$ cat src/rtl/tdes_pkg.sv
`timescale 1ns / 1ps
package tdes_pkg;

  localparam int unsigned NumRounds = 48;
  localparam int unsigned CfgIdxW = 2;
  localparam logic [CfgIdxW-1:0] RegFirstKey = 2'd0;
  localparam logic [CfgIdxW-1:0] RegSecondKey = 2'd1;
  localparam logic [CfgIdxW-1:0] RegThirdKey = 2'd2;
  localparam logic [CfgIdxW-1:0] RegDecryptMode = 2'd3;

  localparam logic [7:0] TabIp [64] = '{
    58,50,42,34,26,18,10,2, 60,52,44,36,28,20,12,4,
    62,54,46,38,30,22,14,6, 64,56,48,40,32,24,16,8,
    57,49,41,33,25,17,9,1,  59,51,43,35,27,19,11,3,
    61,53,45,37,29,21,13,5, 63,55,47,39,31,23,15,7};
  localparam logic [7:0] TabFp [64] = '{
    40,8,48,16,56,24,64,32, 39,7,47,15,55,23,63,31,
    38,6,46,14,54,22,62,30, 37,5,45,13,53,21,61,29,
    36,4,44,12,52,20,60,28, 35,3,43,11,51,19,59,27,
    34,2,42,10,50,18,58,26, 33,1,41,9,49,17,57,25};
  localparam logic [7:0] TabE [48] = '{
    32,1,2,3,4,5, 4,5,6,7,8,9, 8,9,10,11,12,13, 12,13,14,15,16,17,
    16,17,18,19,20,21, 20,21,22,23,24,25, 24,25,26,27,28,29, 28,29,30,31,32,1};
  localparam logic [7:0] TabP [32] = '{
    16,7,20,21,29,12,28,17, 1,15,23,26,5,18,31,10,
    2,8,24,14,32,27,3,9, 19,13,30,6,22,11,4,25};
  localparam logic [7:0] TabPc1 [56] = '{
    57,49,41,33,25,17,9, 1,58,50,42,34,26,18,
    10,2,59,51,43,35,27, 19,11,3,60,52,44,36,
    63,55,47,39,31,23,15, 7,62,54,46,38,30,22,
    14,6,61,53,45,37,29, 21,13,5,28,20,12,4};
  localparam logic [7:0] TabPc2 [48] = '{
    14,17,11,24,1,5, 3,28,15,6,21,10, 23,19,12,4,26,8, 16,7,27,20,13,2,
    41,52,31,37,47,55, 30,40,51,45,33,48, 44,49,39,56,34,53, 46,42,50,36,29,32};
  // cumulative left shift of C and D before round i
  localparam logic [4:0] TabShift [16] = '{1,2,4,6,8,10,12,14,15,17,19,21,23,25,27,28};
  localparam logic [3:0] TabS [8][64] = '{
    '{14,4,13,1,2,15,11,8,3,10,6,12,5,9,0,7, 0,15,7,4,14,2,13,1,10,6,12,11,9,5,3,8,
      4,1,14,8,13,6,2,11,15,12,9,7,3,10,5,0, 15,12,8,2,4,9,1,7,5,11,3,14,10,0,6,13},
    '{15,1,8,14,6,11,3,4,9,7,2,13,12,0,5,10, 3,13,4,7,15,2,8,14,12,0,1,10,6,9,11,5,
      0,14,7,11,10,4,13,1,5,8,12,6,9,3,2,15, 13,8,10,1,3,15,4,2,11,6,7,12,0,5,14,9},
    '{10,0,9,14,6,3,15,5,1,13,12,7,11,4,2,8, 13,7,0,9,3,4,6,10,2,8,5,14,12,11,15,1,
      13,6,4,9,8,15,3,0,11,1,2,12,5,10,14,7, 1,10,13,0,6,9,8,7,4,15,14,3,11,5,2,12},
    '{7,13,14,3,0,6,9,10,1,2,8,5,11,12,4,15, 13,8,11,5,6,15,0,3,4,7,2,12,1,10,14,9,
      10,6,9,0,12,11,7,13,15,1,3,14,5,2,8,4, 3,15,0,6,10,1,13,8,9,4,5,11,12,7,2,14},
    '{2,12,4,1,7,10,11,6,8,5,3,15,13,0,14,9, 14,11,2,12,4,7,13,1,5,0,15,10,3,9,8,6,
      4,2,1,11,10,13,7,8,15,9,12,5,6,3,0,14, 11,8,12,7,1,14,2,13,6,15,0,9,10,4,5,3},
    '{12,1,10,15,9,2,6,8,0,13,3,4,14,7,5,11, 10,15,4,2,7,12,9,5,6,1,13,14,0,11,3,8,
      9,14,15,5,2,8,12,3,7,0,4,10,1,13,11,6, 4,3,2,12,9,5,15,10,11,14,1,7,6,0,8,13},
    '{4,11,2,14,15,0,8,13,3,12,9,7,5,10,6,1, 13,0,11,7,4,9,1,10,14,3,5,12,2,15,8,6,
      1,4,11,13,12,3,7,14,10,15,6,8,0,5,9,2, 6,11,13,8,1,4,10,7,9,5,0,15,14,2,3,12},
    '{13,2,8,4,6,15,11,1,10,9,3,14,5,0,12,7, 1,15,13,8,10,3,7,4,12,5,6,11,0,14,9,2,
      7,11,4,1,9,12,14,2,0,6,10,13,15,3,5,8, 2,1,14,7,4,10,8,13,15,12,9,0,3,5,6,11}};

  typedef struct packed {
    logic [31:0] l;
    logic [31:0] r;
    logic        last;
  } round_data_t;

  function automatic logic [63:0] perm_ip(input logic [63:0] x);
    logic [63:0] o;
    for (int i = 0; i < 64; i++) o[63-i] = x[64-TabIp[i]];
    return o;
  endfunction

  function automatic logic [63:0] perm_fp(input logic [63:0] x);
    logic [63:0] o;
    for (int i = 0; i < 64; i++) o[63-i] = x[64-TabFp[i]];
    return o;
  endfunction

  function automatic logic [55:0] perm_pc1(input logic [63:0] x);
    logic [55:0] o;
    for (int i = 0; i < 56; i++) o[55-i] = x[64-TabPc1[i]];
    return o;
  endfunction

  function automatic logic [27:0] rot28(input logic [27:0] v, input logic [4:0] s);
    logic [55:0] d;
    d = {v, v} << s;
    return d[55:28];
  endfunction

  // round key i (0..15) from a key, rotation folded in as a fixed wiring
  function automatic logic [47:0] subkey(input logic [63:0] key, input logic [3:0] idx);
    logic [55:0] cd;
    logic [55:0] rc;
    logic [47:0] o;
    cd = perm_pc1(key);
    rc = {rot28(cd[55:28], TabShift[idx]), rot28(cd[27:0], TabShift[idx])};
    for (int i = 0; i < 48; i++) o[47-i] = rc[56-TabPc2[i]];
    return o;
  endfunction

  function automatic logic [31:0] feistel(input logic [31:0] r, input logic [47:0] k);
    logic [47:0] e;
    logic [31:0] s;
    logic [31:0] o;
    logic [5:0]  six;
    for (int i = 0; i < 48; i++) e[47-i] = r[32-TabE[i]];
    e = e ^ k;
    for (int b = 0; b < 8; b++) begin
      six = e[47-6*b -: 6];
      s[31-4*b -: 4] = TabS[b][{six[5], six[0], six[4:1]}];
    end
    for (int i = 0; i < 32; i++) o[31-i] = s[32-TabP[i]];
    return o;
  endfunction

endpackage

$ cat src/rtl/tdes_round.sv
`timescale 1ns / 1ps
// One registered DES round; pass 0..2 and round number are fixed per instance.
module tdes_round (
  input  logic                     clk,
  input  logic                     rst,
  input  logic                     advance,
  input  logic                     valid_in,
  input  tdes_pkg::round_data_t    data_in,
  input  logic [47:0]              round_key,
  input  logic                     swap_out,
  output logic                     valid,
  output tdes_pkg::round_data_t    data
);
  logic [31:0] new_r;

  assign new_r = data_in.l ^ tdes_pkg::feistel(data_in.r, round_key);

  always_ff @(posedge clk) begin
    if (rst) begin
      valid <= 1'b0;
    end else if (advance) begin
      valid <= valid_in;
    end
  end

  // the last round of each DES pass also undoes the L/R swap, FP then IP cancel
  always_ff @(posedge clk) begin
    if (advance) begin
      data.last <= data_in.last;
      if (swap_out) begin
        data.l <= new_r;
        data.r <= data_in.r;
      end else begin
        data.l <= data_in.r;
        data.r <= new_r;
      end
    end
  end
endmodule

$ cat config.mk
export PLATFORM = sky130hd
export DESIGN_NAME = tdes_round
export DESIGN_NICKNAME = d
export VERILOG_FILES = /design/src/rtl/tdes_pkg.sv /design/src/rtl/tdes_round.sv
export SDC_FILE = /design/constraint.sdc
export NUM_CORES = 1
export LEC_CHECK = 0
export BUFFER_PORTS_ARGS = -buffer_cell sky130_fd_sc_hd__buf_4
export CAP_MARGIN = 5
export CORE_MARGIN = 2
export CORE_UTILIZATION = 32
export DETAILED_ROUTE_END_ITERATION = 8
export GPL_TIMING_DRIVEN = 1
export PLACE_DENSITY = 0.6
export SLEW_MARGIN = 25
export SYNTH_ARGS = -nofsm -noshare
export SYNTH_HDL_FRONTEND = slang
export SYNTH_SLANG_ARGS = --single-unit
export TNS_END_PERCENT = 50
$ cat constraint.sdc
create_clock -name clk -period 3.7 [get_ports clk]
set_clock_uncertainty 0.1 [all_clocks]
set_input_delay 0.185 -clock clk [delete_from_list [all_inputs] [get_ports clk]]
set_output_delay 0.185 -clock clk [all_outputs]
set_load 0.05 [all_outputs]
==> flow_summary.json <==
{
  "final-seq-area_sq_um": 1970,
  "drv_slew": 0,
  "status": "finished, final reports clean",
  "rows": 60,
  "max_freq_ghz": 0.335,
  "p_leak_uw": 0.00449,
  "die_x_microns": 170,
  "h-tree-depth": 3,
  "grt_pass1_vias": 7833,
  "synth_cell_types": 67,
  "syn2layout_area_growth_pct": 23.9,
  "ys_ff_latch": 66,
  "synth-seq-area-share_pct": 22.3,
  "wl_per_cell_microns": 19.3,
  "dp_hpwl_mm": 21.8,
  "grt_pass1_wl_mm": 44.0,
  "met1_length_mm": 13.2,
  "holdBufCountCts": 3,
  "clock-sinks": 66,
  "critPathKind": "input port to flip-flop",
  "slew_headroom_pct": 29.1,
  "synth-async-reset-ratio_pct": 0,
  "synth-edff-count": 65,
  "yosys-top-cells-area": "edfxtp_1 22%, ha_1 8.8%, mux4_2 8.2%",
  "placed_cells": 1475,
  "grt_overflow": 0,
  "critPathArrivalTime_ps": 3020,
  "setup_viol": 0,
  "root_buffer": "clkbuf_16",
  "synth_area_sq_um": 8820,
  "cts_setup_buffers": 0,
  "drt_wl_total_mm": 28.8,
  "dr.pass1.iters": 7,
  "core_area_sq_um": 27000,
  "multiInputGateArea_sq_um": 6350,
  "drv_cap": 0,
  "fin_cells": 1494,
  "worstSetupStartpointType": "input port",
  "nFillCells": 2727,
  "tritoncts": "yes",
  "drc": 0,
  "final_core_util_pct": 40.5,
  "grt_usage_pct": 19.5,
  "critPathMaxFanout": 12,
  "ys_warn_count": 0,
  "period_needed_ps": 2980,
  "die_area_sq_um": 28900,
  "yosysTopAreaCellShare_pct": 22.1,
  "nNetsFinal": 1328,
  "io_buffers": 183,
  "synth_top_cell_by_area": "edfxtp_1",
  "syn_avg_cell_area_sq_um": 9.03,
  "drtIter0Drc": 575,
  "antennaDiodeCount": 0,
  "finalSetupTns_ps": 0,
  "ir_drop_uv": 179,
  "post_cts_resized": 0,
  "synth_top_flop_cell": "edfxtp_1",
  "end_kind": "flip-flop",
  "wl_met2_mm": 12.9,
  "syn_nets": 1157,
  "required_ps": 3730,
  "grt_max_degree": 67,
  "place_congestion": 0.895,
  "holdCritPathClass": "input port to flip-flop",
  "drive_above_1_share_pct": 26.1,
  "power.total_uw": 4140,
  "worst_pin_slew_ps": 1060,
  "grt_setup_unrepaired": "false",
  "dr_total_vias": 8566,
  "viasPerCell": 5.73,
  "timing.final.crit_share_pct": 80.6,
  "die_h_microns": 170,
  "ios": 184,
  "numCtsBuffers": 9,
  "power.density_nw_per_um2": 378,
  "top_layer": "met4",
  "final_antenna_net_count": 0,
  "clk_latency_ps": 350,
  "cts_max_path_buffers": 2,
  "wl_met3_mm": 1.92,
  "clkTransAtPathRegs_ps": 60,
  "initial_core_util_pct": 32.6,
  "hold_viol_final": 0,
  "antenna_found_initial": 0,
  "syn_inst": 977
}
==> registers in the layout, indices dropped and copies added, names as in the netlist <==
| signal | cells |
|---|---|
| data | 65 |
| valid | 1 |
==> per-stage QoR <==
step	hold slack, ps	cell area, sq um	setup WS, ps
global placement	245	10600	434
CTS	25.5	10900	692
floorplan	157	8820	908
detailed placement	246	10600	342
global route	48.3	10900	408
finish	39.8	10900	717
==> worst paths after layout <==
path / startpoint / end / slack [ps] / cells past startpoint
worst max-delay path: data_in[10] / data[22] / 720 / 8
worst min-delay path: data_in[14] / data[46] / 40 / 3
worst max register to register: valid / valid / 2450 / 3
worst min register to register: valid / valid / 960 / 3
==> cell type report <==
type / instances / share of cell area [%]
multi-input cells: 788 / 58.1
flip-flops and latches: 66 / 18.0
repair buffers: 227 / 15.7
well taps: 341 / 3.90
clock buffers: 15 / 2.36
inverters: 56 / 1.92
clock inverters: 1 / 0.0458
==> power by group <==
group	internal (uW)	total (uW)	switching (uW)
Combinational	910	2300	1390
Sequential	959	1000	42.1
Clock	474	834	360
==> cell usage after synthesis (5+ instances only) <==
cell type / number
buf_2: 21
xnor2_1: 56
ha_1: 62
nor3_1: 41
a221oi_1: 6
inv_2: 5
nand2_1: 82
and3_1: 11
o211ai_1: 24
o2111ai_1: 18
mux2i_1: 57
nor2_1: 72
a31oi_1: 26
a311oi_1: 10
mux2_2: 13
inv_1: 51
o311ai_0: 13
o21a_1: 5
a22oi_1: 9
xor2_1: 42
edfxtp_1: 65
or3_1: 21
o221ai_1: 6
a2111oi_0: 10
clkbuf_2: 5
a211oi_1: 13
o21ai_0: 34
and2_1: 8
clkbuf_1: 38
a21oi_1: 17
o31ai_1: 17
nand3_1: 19
mux4_2: 32
xnor2_2: 6
==> logic make-up (layout without fill, tap and decap cells) <==
family | Yosys count | count (layout) | share of synthesized area, %
simple gates | 272 | 272 | 14.3
compound gates | 241 | 241 | 20.3
buf+inv | 123 | 299 | 5.69
xor+xnor | 109 | 109 | 11.9
mux | 103 | 103 | 16.6
flops | 66 | 66 | 22.3
fa+ha+maj | 63 | 63 | 8.91
==> per-layer routing <==
layer	vias to the layer above	track usage [%]
met2	330	30.3
met4	0	6.87
met5	-	0
met3	36	2.98
li1	4074	-
met1	4126	27.5
==> cell usage in the layout (no fill, tap or decap), types with 11 or more instances in the layout <==
cell type	synthesis	layout
buf_4	0	224
nand2_1	82	82
nor2_1	72	72
edfxtp_1	65	65
ha_1	62	62
mux2i_1	57	57
xnor2_1	56	56
inv_1	51	51
xor2_1	42	42
nor3_1	41	41
o21ai_0	34	34
mux4_2	32	32
a31oi_1	26	26
o211ai_1	24	24
or3_1	21	21
nand3_1	19	19
o2111ai_1	18	18
o31ai_1	17	17
a21oi_1	17	17
a211oi_1	13	13
o311ai_0	13	13
mux2_2	13	13
and3_1	11	11
==> worst max-delay path, cell delays in order <==
cell and delay (ps):
buf_4 120, xor2_1 810, ha_1 490, mux4_2 490, nand2_1 70, o21ai_0 160
o2111a_1 300, a2111oi_0 370
(Power assumes the default switching activity.)
